==> config.mk <==
export PLATFORM = sky130hd
export DESIGN_NAME = hpack_prefix_integer_encoder
export DESIGN_NICKNAME = d
export VERILOG_FILES = /design/src/rtl/hpie_pkg.sv /design/src/rtl/hpie_front.sv /design/src/rtl/hpie_queue.sv /design/src/rtl/hpie_back.sv /design/src/rtl/hpack_prefix_integer_encoder.sv
export SDC_FILE = /design/constraint.sdc
export NUM_CORES = 1
export LEC_CHECK = 0
export BUFFER_PORTS_ARGS = -buffer_cell sky130_fd_sc_hd__buf_2
export CORE_UTILIZATION = 30
export DETAILED_ROUTE_END_ITERATION = 7
export GPL_TIMING_DRIVEN = 0
export PLACE_DENSITY = 0.54
export SLEW_MARGIN = 10
export SYNTH_ARGS = -nofsm -noshare
export SYNTH_HDL_FRONTEND = slang
export SYNTH_SLANG_ARGS = --single-unit
==> constraint.sdc <==
create_clock -name clock -period 5.15 [get_ports clock]
set_clock_uncertainty 0.05 [all_clocks]
set_input_delay 0.2575 -clock clock [delete_from_list [all_inputs] [get_ports clock]]
set_output_delay 0.2575 -clock clock [all_outputs]
set_load 0.05 [all_outputs]
==> src/rtl/hpie_pkg.sv <==
// Shared types and constants for the HPACK prefix integer encoder.
package hpie_pkg;

   // Request kinds
   localparam logic [1:0] KIND_INDEXED     = 2'd0;
   localparam logic [1:0] KIND_SIZE_UPDATE = 2'd1;
   localparam logic [1:0] KIND_PLAIN       = 2'd2;

   // Flags ORed into the first byte, and 7-bit group coding
   localparam logic [7:0] FLAG_INDEXED     = 8'h80;
   localparam logic [7:0] FLAG_SIZE_UPDATE = 8'h20;
   localparam logic [7:0] FLAG_NONE        = 8'h00;
   localparam logic [6:0] GROUP_MASK       = 7'h7f;
   localparam logic [7:0] GROUP_CONT       = 8'd128;

   // Prefix widths
   localparam logic [3:0] PREFIX_INDEXED     = 4'd7;
   localparam logic [3:0] PREFIX_SIZE_UPDATE = 4'd5;
   localparam logic [3:0] PREFIX_MIN         = 4'd1;
   localparam logic [3:0] PREFIX_MAX         = 4'd8;

   // Classified request: first byte plus the remainder still to send
   typedef struct packed {
      logic [7:0]  first_byte;
      logic        has_rem;
      logic [63:0] rem;
   } hpie_item_type;

   // Queue status seen by the back end
   typedef struct packed {
      logic empty;
      logic full;
   } hpie_qstat_type;

endpackage

==> src/rtl/hpie_front.sv <==
// Front end: classifies a request into its first byte and remainder.
module hpie_front import hpie_pkg::*; (
   input  logic [1:0]    req_type,
   input  logic [63:0]   req_value,
   input  logic [3:0]    req_prefix_bits,
   output hpie_item_type item
);

   logic [3:0] pbits;
   logic [7:0] flag;
   logic [7:0] maxv;
   logic       fits;

   // Prefix width and flag per request kind
   always_comb begin
      case (req_type)
         KIND_INDEXED: begin
            pbits = PREFIX_INDEXED;
            flag  = FLAG_INDEXED;
         end
         KIND_SIZE_UPDATE: begin
            pbits = PREFIX_SIZE_UPDATE;
            flag  = FLAG_SIZE_UPDATE;
         end
         default: begin
            // plain integer, unused kind treated the same
            if (req_prefix_bits < PREFIX_MIN) begin
               pbits = PREFIX_MIN;
            end else if (req_prefix_bits > PREFIX_MAX) begin
               pbits = PREFIX_MAX;
            end else begin
               pbits = req_prefix_bits;
            end
            flag = FLAG_NONE;
         end
      endcase
   end

   // All-ones prefix value and the fit test
   assign maxv = 8'((9'd1 << pbits) - 9'd1);
   assign fits = req_value < {56'd0, maxv};

   always_comb begin
      item.has_rem    = !fits;
      item.first_byte = fits ? (req_value[7:0] | flag) : (maxv | flag);
      item.rem        = req_value - {56'd0, maxv};
   end

endmodule

==> src/rtl/hpie_queue.sv <==
// Short request queue between the front and back ends.
module hpie_queue import hpie_pkg::*; #(
   parameter int QDEPTH = 2
) (
   input  logic           clock,
   input  logic           reset,
   input  logic           wr_en,
   input  hpie_item_type  wr_data,
   input  logic           rd_en,
   output hpie_item_type  rd_data,
   output hpie_qstat_type stat
);

   localparam int PW = (QDEPTH > 1) ? $clog2(QDEPTH) : 1;
   localparam int CW = $clog2(QDEPTH + 1);

   hpie_item_type entries_ff [QDEPTH];
   logic [PW-1:0] wr_ptr_ff, wr_ptr_in;
   logic [PW-1:0] rd_ptr_ff, rd_ptr_in;
   logic [CW-1:0] count_ff, count_in;

   // Pointer and count update
   always_comb begin
      wr_ptr_in = wr_ptr_ff;
      rd_ptr_in = rd_ptr_ff;
      count_in  = count_ff;
      if (wr_en) begin
         wr_ptr_in = (wr_ptr_ff == PW'(QDEPTH - 1)) ? '0 : wr_ptr_ff + 1'b1;
      end
      if (rd_en) begin
         rd_ptr_in = (rd_ptr_ff == PW'(QDEPTH - 1)) ? '0 : rd_ptr_ff + 1'b1;
      end
      if (wr_en && !rd_en) begin
         count_in = count_ff + 1'b1;
      end else if (rd_en && !wr_en) begin
         count_in = count_ff - 1'b1;
      end
   end

   always_ff @(posedge clock) begin
      if (reset) begin
         wr_ptr_ff <= '0;
         rd_ptr_ff <= '0;
         count_ff  <= '0;
      end else begin
         wr_ptr_ff <= wr_ptr_in;
         rd_ptr_ff <= rd_ptr_in;
         count_ff  <= count_in;
      end
   end

   // Storage
   always_ff @(posedge clock) begin
      if (wr_en) begin
         entries_ff[wr_ptr_ff] <= wr_data;
      end
   end

   assign rd_data    = entries_ff[rd_ptr_ff];
   assign stat.empty = (count_ff == '0);
   assign stat.full  = (count_ff == CW'(QDEPTH));

   // Checks
   a_count_bound: assert property (@(posedge clock) disable iff (reset)
      count_ff <= CW'(QDEPTH))
      else $error("queue count beyond depth");
   a_no_overflow: assert property (@(posedge clock) disable iff (reset)
      wr_en && !rd_en |-> count_ff != CW'(QDEPTH))
      else $error("write into full queue");
   a_no_underflow: assert property (@(posedge clock) disable iff (reset)
      rd_en |-> count_ff != '0)
      else $error("read from empty queue");

endmodule

==> src/rtl/hpie_back.sv <==
// Back end: sends the first byte, then 7-bit groups, one byte per cycle while each byte is popped.
module hpie_back import hpie_pkg::*; (
   input  logic           clock,
   input  logic           reset,
   input  hpie_item_type  head,
   input  hpie_qstat_type qstat,
   output logic           q_pop,
   input  logic           pop,
   output logic           empty,
   output logic [7:0]     rsp_out_byte,
   output logic           rsp_last
);

   logic        busy_ff, busy_in;
   logic [63:0] rem_ff, rem_in;
   logic        out_valid_ff, out_valid_in;
   logic [7:0]  out_byte_ff, out_byte_in;
   logic        out_last_ff, out_last_in;
   logic        advance;
   logic        more;

   // Output register is free when empty or being taken
   assign advance = !out_valid_ff || pop;
   assign more    = (rem_ff[63:7] != '0);
   assign q_pop   = advance && !busy_ff && !qstat.empty;

   // Byte sequencer
   always_comb begin
      busy_in      = busy_ff;
      rem_in       = rem_ff;
      out_valid_in = out_valid_ff;
      out_byte_in  = out_byte_ff;
      out_last_in  = out_last_ff;
      if (advance) begin
         out_valid_in = 1'b0;
         if (busy_ff) begin
            out_valid_in = 1'b1;
            if (more) begin
               out_byte_in = GROUP_CONT | {1'b0, rem_ff[6:0] & GROUP_MASK};
               out_last_in = 1'b0;
               rem_in      = rem_ff >> 7;
            end else begin
               out_byte_in = {1'b0, rem_ff[6:0]};
               out_last_in = 1'b1;
               busy_in     = 1'b0;
            end
         end else if (!qstat.empty) begin
            // start a new request with its first byte
            out_valid_in = 1'b1;
            out_byte_in  = head.first_byte;
            out_last_in  = !head.has_rem;
            busy_in      = head.has_rem;
            rem_in       = head.rem;
         end
      end
   end

   always_ff @(posedge clock) begin
      if (reset) begin
         busy_ff      <= 1'b0;
         out_valid_ff <= 1'b0;
      end else begin
         busy_ff      <= busy_in;
         out_valid_ff <= out_valid_in;
      end
   end

   always_ff @(posedge clock) begin
      rem_ff      <= rem_in;
      out_byte_ff <= out_byte_in;
      out_last_ff <= out_last_in;
   end

   assign empty        = !out_valid_ff;
   assign rsp_out_byte = out_byte_ff;
   assign rsp_last     = out_last_ff;

   // Checks
   a_busy_pending: assert property (@(posedge clock) disable iff (reset)
      busy_ff |-> out_valid_ff && !out_last_ff)
      else $error("busy without a pending non-final byte");
   a_open_run_busy: assert property (@(posedge clock) disable iff (reset)
      out_valid_ff && !out_last_ff |-> busy_ff)
      else $error("non-final byte with no request in progress");
   a_no_start_busy: assert property (@(posedge clock) disable iff (reset)
      busy_ff |-> !q_pop)
      else $error("queue read while a request is in progress");

endmodule

==> src/rtl/hpack_prefix_integer_encoder.sv <==
// HPACK prefix integer encoder: classifies requests, queues them, emits bytes.
// The first byte of a request passes through the queue and then the back-end
// output register on its way to the result ports.
// Throughput: one byte per cycle while each byte is popped; a request of n
// bytes (1 to 11) holds the back-end byte sequencer until its last byte.
// Reset (synchronous): empties the queue and the output register.
module hpack_prefix_integer_encoder import hpie_pkg::*; #(
   parameter int QDEPTH = 2
) (
   input  logic        clock,
   input  logic        reset,
   input  logic        push,
   output logic        full,
   input  logic [1:0]  req_type,
   input  logic [63:0] req_value,
   input  logic [3:0]  req_prefix_bits,
   output logic        empty,
   input  logic        pop,
   output logic [7:0]  rsp_out_byte,
   output logic        rsp_last
);

   hpie_item_type  front_item;
   hpie_item_type  head;
   hpie_qstat_type qstat;
   logic           q_push;
   logic           q_pop;

   assign full   = qstat.full;
   assign q_push = push && !qstat.full;

   hpie_front u_front (
      .req_type        (req_type),
      .req_value       (req_value),
      .req_prefix_bits (req_prefix_bits),
      .item            (front_item)
   );

   hpie_queue #(
      .QDEPTH (QDEPTH)
   ) u_queue (
      .clock   (clock),
      .reset   (reset),
      .wr_en   (q_push),
      .wr_data (front_item),
      .rd_en   (q_pop),
      .rd_data (head),
      .stat    (qstat)
   );

   hpie_back u_back (
      .clock        (clock),
      .reset        (reset),
      .head         (head),
      .qstat        (qstat),
      .q_pop        (q_pop),
      .pop          (pop),
      .empty        (empty),
      .rsp_out_byte (rsp_out_byte),
      .rsp_last     (rsp_last)
   );

endmodule

# After elaboration in Yosys (flattened, before gate mapping)
# Memories as Yosys holds them, arrays and structs flattened. A register that Yosys moved wholly into a read port is not among the register bits.
# Index checks and enable logic that the tools add are counted.
# op_classes
n_addsub	6
order_cmp	3
n_eq_ne	4
n_shift	1
mux	27
bitwise	2
reduce_logical	20
# op_table
operator	n
2-to-1 mux 64 bit	3
< comparator 64 x 8 -> 1 bit	1
subtractor 64 x 8 -> 64 bit	1
nonzero test 57 bit	1
2-to-1 mux 8 bit	4
OR 8 bit	2
one-hot mux 8 bit (2 select lines)	1
2-to-1 mux 1 bit	14
logical NOT 1 bit	8
2-to-1 mux 4 bit	2
one-hot mux 4 bit (2 select lines)	1
left shift 1 x 4 -> 8 bit, first input constant	1
subtractor 8 x 1 -> 8 bit, second input constant	1
logical AND 1 bit	5
greater-than comparator 4 bit, second input constant	1
logical NOT 2 bit	2
< comparator 4 x 1 -> 1 bit, second input constant	1
2-to-1 mux 2 bit	2
inequality test 2 bit, second input constant	2
AND reduction 3 bit	1
adder 1 bit, second input constant	2
adder 2 x 1 -> 2 bit, second input constant	1
equality test 2 x 1 -> 1 bit, second input constant	1
equality test 2 bit, second input constant	1
4 further kinds	4
# totals
register_bits	79
ram_bits	146
output_inout_bits	11
n_memories	1
# memory_table
name	depth	word_bits	rd	rd_clocked_by_memory_dff	write_ports	line_no	text
u_queue.entries_ff	2	73	1	1	1	hpie_queue.sv:17	hpie_item_type entries_ff [QDEPTH];

# Longest topological paths before layout
# Gate-level depths: netlist (run 1).
# logic_depth
word_depth	8
ltp_mapped	16
mapped_depth_nobuf	14

# Modules after synthesis
# A second synthesis (run 1) with hierarchy kept.
# unflattened
cells_unflattened	694
area_unflattened_um2	10531.4
# modules_own_cells
module	n_inst	cells_each	area_each_um2	seq_area_each_um2
hpie_queue	1	249	5500.3	4484.3
hpie_back	1	188	3241.9	2232.1
hpie_front	1	256	1775.5	0.0
hpack_prefix_integer_encoder	1	1	13.8	0.0

# Worst setup path before layout (run 1)
# OpenSTA, ideal clock, no wires.
# synth_timing
path_type	input -> register
from	in req_prefix_bits[2]
to	mem u_queue.entries_ff[0][66] (netlist bit), data pin
setup_time_ns	0.286
arrival_time_ns	4.106
t_required_ns	4.814
setup_slack_ns	0.708
stages	14
path_cell_list	clkbuf_1 > or3_1 > ha_1 > or4b_1 > mux2_2 > o21a_1 > ha_1 > o21a_1 > a21o_1 > maj3_1 > a21o_1 > clkbuf_1 > nor4_4 > mux2i_1
# synth_rtl
element	line_no	text
start, declared	hpack_prefix_integer_encoder.sv:16	input logic [3:0] req_prefix_bits,
end, declared	hpie_queue.sv:17	

==> results.toml, run 1 <==
[run_status]
outcome = "complete, no violations"

[sta]
whs_ns = 0.0250
tightest_slew_ns = 1.20
slew_violations = 0
rsz0062_at_grt = "no"
finalSetupViolations = 0
finalHoldViolations = 0
max_freq_mhz = 204
period_needed_ns = 4.91
finalCritPeriodShare_pct = 95.4
slew_headroom_pct = 19.5
tns_ns = 0

[worst_setup_path]
required_ns = 5.40
critPathMaxStageDelay_ns = 0.83
crit_chain = "buf_2, nand2b_1, or3_1, ha_1, or4b_1, mux2_2, o21a_1, ha_1, o21a_1, a21o_1, maj3_1, a21o_1, clkbuf_1, nor4_4, mux2i_1"
cp.arrival_ns = 5.16
critPathLaunchType = "primary input"
worstSetupEndpointType = "flop"
critPathKind = "in -> reg"
critical_path.top_delay_family = "simple AND/OR/NAND/NOR gates"
crit_path_top_delay_cell = "nor4_4"
crit_fanout = 9
crit_buf_inv = 2

[yosys]
syn_inst = 801
yosysWarnings = 0
synth_area_um2 = 10400
ys_async_sr_fraction_pct = 0
ys_seq_elements = 226
yosysSeqAreaShare_pct = 64.9
yosys-top-cells-area = "edfxtp_1, mux2i_1, o21ai_0"
ys.flop_type = "edfxtp_1"
avgSynthCellArea_um2 = 12.9
synth_top_area_share_pct = 63.5
synth_edf_count = 219
yosysUniqueCellTypes = 53
yosys.area.top_type = "edfxtp_1"

[place]
gp_congestion = 0.815
port_buffers = 81
hpwl_um = 17600
postPlaceCellArea_um2 = 11500

[clocking]
cts-root-buf = "clkbuf_16"
clock-sinks = 226
cts_buffer_depth = 3
clk_latency_ns = 0.51
cts_resized = 0
cts_buffers = 25
clk_pin_slew_worst_paths_ns = 0.06
cts_tree = "built"
htreeDepth = 1

[final_layout]
fillCellCount = 3254
nNetsFinal = 1000
drive_above_1_share_pct = 14.3
fin_area_um2 = 12300
final_cell_mix = "edfxtp_1, nand2_1, buf_2"
layout_commonest_cell = "edfxtp_1"
area_growth_pct = 18.3

[drt]
wl_per_cell_um = 17.6
drtAntennaViolNets = 0
drtIter0Drc = 453
wl_um = 24400
viasPerCell = 4.72
drc = 0
via_count = 6532
drt_first_pass_iters = 4

[flow_run]
timing.max_cap.violations = 0

[global_routing]
grt_max_degree = 59
grt_pass1_vias = 6465
grt.overflow.total = 0
grt_pass1_wl_um = 36900
grtUsageTotal_pct = 13.7
antenna_found_initial = 0

[floorplanning]
ios = 85
initial_core_util_pct = 30.7
die_y_um = 188
die_w_um = 188
num_rows = 67
die-area_um2 = 35300
fp.coreArea_um2 = 33800

[pwr]
power_w = 0.00623
ir_drop_mv = 0.258
power_density_nw_per_um2 = 508
p_leak_nw = 4.05

[min_path]
min_path_type = "in -> reg"
## synth_stat cells, types with 5 or more instances
master	number
o21a_1	6
nand3_1	16
edfxtp_1	219
or4_1	5
dfxtp_1	7
mux2i_1	78
o21ai_0	73
nand2_1	85
inv_1	17
ha_1	9
clkbuf_1	28
nor4_1	21
nand2b_1	6
buf_1	7
nor2_1	48
a21oi_1	8
xnor2_1	41
nand4_1	10
or3_1	15
xor2_1	22
nor3_1	23
## where the power goes
group	internal [W]	leakage [nW]	switching [W]
Combinational	0.000481	1.57	0.00107
Clock	0.000981	0.374	0.000693
Sequential	0.00278	2.11	0.000219
Total	0.00424	4.05	0.00199
## path summary, 6_finish.rpt
path / start / endpoint / cells after the start / slack [ns]
max reg2reg: u_back.busy_ff$_SDFFE_PP0N_ / u_back.rem_ff[55]$_DFFE_PP_ / 6 / 1.95
min: req_value[59] / u_queue.entries_ff[0][59]$_DFFE_PP_ / 2 / 0.02
max: req_prefix_bits[3] / u_queue.entries_ff[1][72]$_DFFE_PP_ / 15 / 0.24
min reg2reg: u_queue.rd_ptr_ff$_SDFFE_PP0P_ / u_queue.rd_ptr_ff$_SDFFE_PP0P_ / 2 / 0.46
## logic make-up after synthesis
logic type | share of synthesized area [%]
flip-flops | 64.9
XOR/XNOR | 5.33
adder cells (fa/ha/maj) | 1.38
AO/OA/AOI/OAI | 6.15
AND/OR/NAND/NOR | 12.5
multiplexers | 7.76
other | 0.0362
buffers and inverters | 1.99
## worst reg2reg max path, cell delays in order, from the launching register on
cell and delay (ns):
dfxtp_1 0.31, clkbuf_1 0.33, clkbuf_1 0.57, nor3_1 0.17
nor2_1 0.73, and2_4 0.39, buf_16 0.28
## layer usage
layer | track usage [%] | vias up | wire, µm
li1 | - | 3231 | -
met1 | 18.3 | 3142 | 11200
met2 | 23.2 | 127 | 11900
met3 | 1.93 | 32 | 713
met4 | 3.53 | 0 | 518
met5 | 0 | - | 0
## flip-flops by register name (all words and copies together), names as in the netlist, named ones only
signal	cells
u_back.rsp_last	1
u_queue.entries_ff	146
u_queue.count_ff	2
u_back.rsp_out_byte	8
u_back.busy_ff	1
u_back.out_valid_ff	1
u_queue.wr_ptr_ff	1
u_queue.rd_ptr_ff	1
u_back.rem_ff	64
## stage by stage
step	std cells	setup WS [ns]	util, %
3_3_place_gp	1331	-1.43	33.5
3_5_place_dp	1336	-0.361	34.0
4_1_cts	1382	0.147	36.2
5_1_grt	1382	0.0338	36.3
6_report	1383	0.237	36.3
2_1_floorplan	802	0.708	-
## cell type report
class,instances,area [µm²],area share [%]
clock buffer,28,637,5.20
timing repair buffer,87,546,4.45
buffer,36,143,1.16
multi-input combinational,523,3460,28.2
tap,448,561,4.58
sequential,226,6720,54.8
antenna,1,2.50,0.0204
clock inverter,17,126,1.03
inverter,17,63.8,0.521
## repair_timing
item | 4_1_cts | 5_1_grt
setup endpoints to repair | 0 | 4
hold endpoints to repair | 7 | 0
buffers inserted | 0 | 0
hold buffers | 1 | 0
No activity file was read; power rests on OpenSTA's default activity.
==> inputs of run 2 (changes only) <==
--- a/config.mk
+++ b/config.mk
@@ -9,7 +9,7 @@
 export CORE_UTILIZATION = 30
 export DETAILED_ROUTE_END_ITERATION = 7
 export GPL_TIMING_DRIVEN = 0
-export PLACE_DENSITY = 0.54
+export HOLD_SLACK_MARGIN = 0.12
 export SLEW_MARGIN = 10
 export SYNTH_ARGS = -nofsm -noshare
 export SYNTH_HDL_FRONTEND = slang
==> run 2 against run 1 <==
  * Count of clock-buffer cells in the layout shrank 3
  * Final cell count is 3.9% higher
  * Power is 0.64% higher
  * Final area grew 4.5%
  * Global-route usage down 0.10 points
  * Die area did not move
  * Sequential share of layout area fell by 2.3 points
  * Routed wire length is 1.9% lower
  * Flip-flop and latch count is the same
==> results.toml, run 2 (same netlist as run 1, synthesis figures left out) <==
[floorplanning]
initial_core_util_pct = 30.7
num_rows = 67
ios = 85
die_w_um = 188
die_y_um = 188
fp.coreArea_um2 = 33800
die-area_um2 = 35300

[clocking]
htreeDepth = 1
cts_buffers = 24
cts_resized = 0
clock-sinks = 226
clk_latency_ns = 0.51
clk_pin_slew_worst_paths_ns = 0.06
cts_tree = "built"
cts_buffer_depth = 3
cts-root-buf = "clkbuf_16"

[drt]
wl_per_cell_um = 16.6
drtIter0Drc = 503
wirelength_met1_um = 10600
drtAntennaViolNets = 0
top_layer = "met4"
via_count = 6857
wl_met3_um = 935
wl_um = 23900
drc = 0
wl_met2_um = 11700
viasPerCell = 4.77
drt_first_pass_iters = 7

[final_layout]
drive_above_1_share_pct = 13.8
nNetsFinal = 1054
final_core_util_pct = 37.9
largest-register = "u_queue.entries_ff"
largest_register_ffs = 146
final_cell_mix = "edfxtp_1, nand2_1, buf_2"
layout_commonest_cell = "edfxtp_1"
area_growth_pct = 23.6
fin_area_um2 = 12800
fillCellCount = 3221

[place]
port_buffers = 81
postPlaceCellArea_um2 = 11400
gp_congestion = 0.802
hpwl_um = 16900
pre_cts_slack_ns = -0.351

[global_routing]
grt.overflow.total = 0
grt_pass1_vias = 6917
antenna_found_initial = 1
grt_max_degree = 60
grtUsageTotal_pct = 13.6
grt_pass1_wl_um = 37400

[run_status]
outcome = "complete, no violations"

[sta]
max_freq_mhz = 207
setup_slack_ns = 0.309
tightest_slew_ns = 1.24
finalHoldViolations = 0
finalCritPeriodShare_pct = 94.0
finalSetupViolations = 0
slew_violations = 0
period_needed_ns = 4.84
slew_headroom_pct = 17.1
rsz0062_at_grt = "no"

[worst_setup_path]
worstSetupEndpointType = "flop"
crit_fanout = 9
cp.arrival_ns = 5.09
critPathLaunchType = "primary input"
critPathKind = "in -> reg"
required_ns = 5.40

[flow_run]
timing.max_cap.violations = 0

[pwr]
power_density_nw_per_um2 = 490
power_w = 0.00627
p_leak_nw = 4.29
ir_drop_mv = 0.288

[min_path]
min_path_type = "in -> reg"
==> run 2: cell count changes in the layout (fill, tap and decap cells not counted), sizes merged <==
| cell | delta |
|---|---|
| bufinv | +1 |
| buf | -1 |
| clkinvlp | +1 |
| clkbuf | -3 |
| dlygate4sd3 | +56 |
==> run 2: timing repair <==
item                       CTS  global route
hold buffers                57             0
setup endpoints to repair    0             8
hold endpoints to repair   117             0
buffers inserted             0             0
==> run 2: cell type report <==
cell class                 instances  area (µm²)  share of cell area [%]
buffer                            36         143                    1.11
sequential                       226        6720                    52.5
multi-input combinational        523        3450                    27.0
antenna                            1        2.50                  0.0196
timing repair buffer             142        1070                    8.37
clock buffer                      25         626                    4.89
clock inverter                    19         166                    1.30
inverter                          17        63.8                   0.499
tap                              448         561                    4.38
==> run 2: report_power, final <==
part           internal, W  leakage [nW]  switching [W]
Combinational     0.000492          1.78        0.00107
Clock              0.00103         0.389       0.000680
Sequential         0.00278          2.11       0.000222
==> run 2: worst paths after layout <==
path	from	end	slack, ns	cells after the start
min	req_value[4]	u_queue.entries_ff[0][69]$_DFFE_PP_	0.13	3
max reg2reg	u_back.busy_ff$_SDFFE_PP0N_	u_back.rem_ff[60]$_SDFFCE_PP0P_	2.08	6
max	req_prefix_bits[3]	u_queue.entries_ff[0][72]$_DFFE_PP_	0.31	15
min reg2reg	u_back.rem_ff[5]$_DFFE_PP_	u_back.rsp_out_byte[5]$_DFFE_PP_	0.47	2
==> run 2: metal layers <==
metal  GRT usage, %  vias up
li1               -     3336
met1           17.4     3331
met2           23.5      154
met3           1.97       36
met5              0        -
met4           4.50        0
==> run 2: per-stage QoR <==
stage	instances	TNS, ns	hold WS (ns)
6_report	1437	0	0.128
4_1_cts	1436	0	0.124
2_1_floorplan	802	0	0.277
3_5_place_dp	1335	-5.17	0.459
5_1_grt	1437	0	0.143
3_3_place_gp	1331	-90.27	0.445
==> run 2: worst max-delay path, stage by stage <==
cell and delay [ns]:
buf_2 0.12, nand2b_1 0.19, or3_1 0.33, ha_1 0.27, or4b_1 0.53, mux2_2 0.29
o21a_1 0.18, ha_1 0.34, o21a_1 0.24, a21o_1 0.19, maj3_1 0.37, a21o_1 0.19
clkbuf_1 0.34, nor4_4 0.83, mux2i_1 0.40
==> inputs of run 3 (changes only) <==
--- a/config.mk
+++ b/config.mk
@@ -6,11 +6,13 @@
 export NUM_CORES = 1
 export LEC_CHECK = 0
 export BUFFER_PORTS_ARGS = -buffer_cell sky130_fd_sc_hd__buf_2
-export CORE_UTILIZATION = 30
+export CORE_UTILIZATION = 48
 export DETAILED_ROUTE_END_ITERATION = 7
 export GPL_TIMING_DRIVEN = 0
-export HOLD_SLACK_MARGIN = 0.12
+export HOLD_SLACK_MARGIN = 0.08
+export PLACE_DENSITY = 0.66
 export SLEW_MARGIN = 10
 export SYNTH_ARGS = -nofsm -noshare
 export SYNTH_HDL_FRONTEND = slang
 export SYNTH_SLANG_ARGS = --single-unit
+export TNS_END_PERCENT = 1
==> run 3 against run 2 <==
  * Utilization grew 21 points
  * Final area shrank 3.2%
  * Non-clock buffer count shrank 14
  * Flip-flop and latch count is the same
  * Global-route usage grew 7.3 points
  * Die area shrank 37%
==> results.toml, run 3 (same netlist as run 1, synthesis figures left out) <==
[run_status]
outcome = "complete, no violations"

[clocking]
cts_buffer_depth = 3
cts_buffers = 24
clk_pin_slew_worst_paths_ns = 0.06
htreeDepth = 1
clk_latency_ns = 0.51
cts_tree = "built"
cts-root-buf = "clkbuf_16"
clock-sinks = 226

[sta]
tns_ns = 0
finalHoldViolations = 0
period_needed_ns = 4.71
rsz0062_at_grt = "no"
slew_violations = 0
tightest_slew_ns = 1.16
finalCritPeriodShare_pct = 91.5
slew_headroom_pct = 22.2
finalSetupViolations = 0
setup_slack_ns = 0.437
max_freq_mhz = 212

[place]
gp_congestion = 0.863
postPlaceCellArea_um2 = 11200
hpwl_um = 15800
pre_cts_slack_ns = -0.332
port_buffers = 81
place_inst = 1162

[floorplanning]
initial_core_util_pct = 49.1
fp.coreArea_um2 = 21100
die_y_um = 149
ios = 85
die-area_um2 = 22200
num_rows = 53
die_w_um = 149

[min_path]
hold_path_end = "u_queue.entries_ff[0][34]$_DFFE_PP_"
worstHoldPathCells = 2
min_path_type = "in -> reg"
worstHoldStart = "req_value[34]"

[worst_setup_path]
r2r_end = "u_back.rem_ff[61]$_SDFFCE_PP0P_"
cp.arrival_ns = 4.96
crit_path_top_delay_cell = "clkbuf_1"
worstSetupEndpointType = "flop"
r2r_slack_ns = 1.80
crit_chain = "buf_2, nand2b_1, or3_1, ha_1, or4b_1, mux2_2, o21a_1, ha_1, o21a_1, a21o_1, maj3_1, a21oi_1, clkbuf_1, nand3_1, xnor2_1"
rr_worst_depth = 5
critPathMaxStageDelay_ns = 0.60
critPathLaunchType = "primary input"
r2r-start = "u_back.busy_ff$_SDFFE_PP0N_"
crit_fanout = 10
required_ns = 5.40
critPathKind = "in -> reg"

[global_routing]
antenna_found_initial = 1
grt_pass1_vias = 6534
grt.overflow.total = 0
grt_pass1_wl_um = 34900
grtUsageTotal_pct = 20.8
grt_max_degree = 65

[drt]
wl_per_cell_um = 18.3
viasPerCell = 5.50
via_count = 6855
drt_first_pass_iters = 5
wl_um = 22700
drc = 0
drtAntennaViolNets = 0
drtIter0Drc = 443

[final_layout]
area_growth_pct = 19.6
final_cell_mix = "edfxtp_1, nand2_1, buf_2"
drive_above_1_share_pct = 13.4
fin_area_um2 = 12400
layout_commonest_cell = "edfxtp_1"
largest_register_ffs = 146
diodes = 0
fin_cells = 1246
nNetsFinal = 1040
layout.area.seq_um2 = 6720
multi_input_area_um2 = 3450
largest-register = "u_queue.entries_ff"
fillCellCount = 1747

[pwr]
power_w = 0.00611
p_leak_nw = 4.20
ir_drop_mv = 0.312
power_density_nw_per_um2 = 493

[flow_run]
timing.max_cap.violations = 0
## run 3: changes by cell type in the layout (fill, tap and decap cells not counted), sizes merged
cell,change
bufinv,-2
clkbuf,+4
clkinvlp,-2
clkinv,-3
dlygate4sd3,-15
diode,-1
buf,+1
## run 3: how the worst max path moves through the flow
stage                                          endpoint  cells past startpoint                             start
floorplan           u_queue.entries_ff[0][66]$_DFFE_PP_                     14                req_prefix_bits[2]
global placement    u_queue.entries_ff[0][50]$_DFFE_PP_                      3  u_queue.count_ff[0]$_SDFFE_PP0P_
detailed placement  u_queue.entries_ff[0][69]$_DFFE_PP_                     15                req_prefix_bits[3]
CTS                 u_queue.entries_ff[0][69]$_DFFE_PP_                     15                req_prefix_bits[3]
global route        u_queue.entries_ff[1][56]$_DFFE_PP_                     15                req_prefix_bits[3]
finish              u_queue.entries_ff[1][56]$_DFFE_PP_                     15                req_prefix_bits[3]
## run 3: per-stage QoR
stage                     hold slack, ns  utilization, %
after floorplan                    0.277               -
after global placement             0.447            52.7
after detailed placement           0.462            53.2
after CTS                         0.0811            58.6
after global routing              0.0982            58.7
final                             0.0865            58.7
## run 3: report_power, final
part | internal, W | switching [W] | total, W
clock network | 0.000927 | 0.000658 | 0.00159
registers | 0.00279 | 0.000222 | 0.00301
logic | 0.000467 | 0.00105 | 0.00152
total | 0.00418 | 0.00193 | 0.00611
## run 3: area by class of cell
cell class / count / share of cell area [%]
clock inverter: 12 / 0.646
clock buffer: 29 / 5.17
sequential: 226 / 54.2
multi-input combinational: 523 / 27.9
timing repair buffer: 128 / 7.66
buffer: 36 / 1.15
inverter: 17 / 0.515
tap: 275 / 2.78
## run 3: worst max-delay path: cells and delay by family
kind / cells / cell delay [ns]
adder cells (fa/ha/maj): 3 / 1.01
buffers and inverters: 2 / 0.73
AO/OA/AOI/OAI: 4 / 1.10
AND/OR/NAND/NOR: 4 / 1.28
multiplexers: 1 / 0.29
XOR/XNOR: 1 / 0.31
## run 3: what timing repair did
item	CTS	global route
setup endpoints to repair	0	12
gates resized for setup	0	0
hold buffers	42	0
hold endpoints to repair	87	0
setup buffers	0	1
## run 3: layer usage
metal / vias to the layer above / part of all wire [%] / global-route usage [%]
li1: 3293 / - / -
met2: 192 / 48 / 34.6
met1: 3316 / 44 / 27.7
met5: - / 0.035 / 0
met4: 2 / 3.2 / 7.70
met3: 52 / 5.0 / 3.33
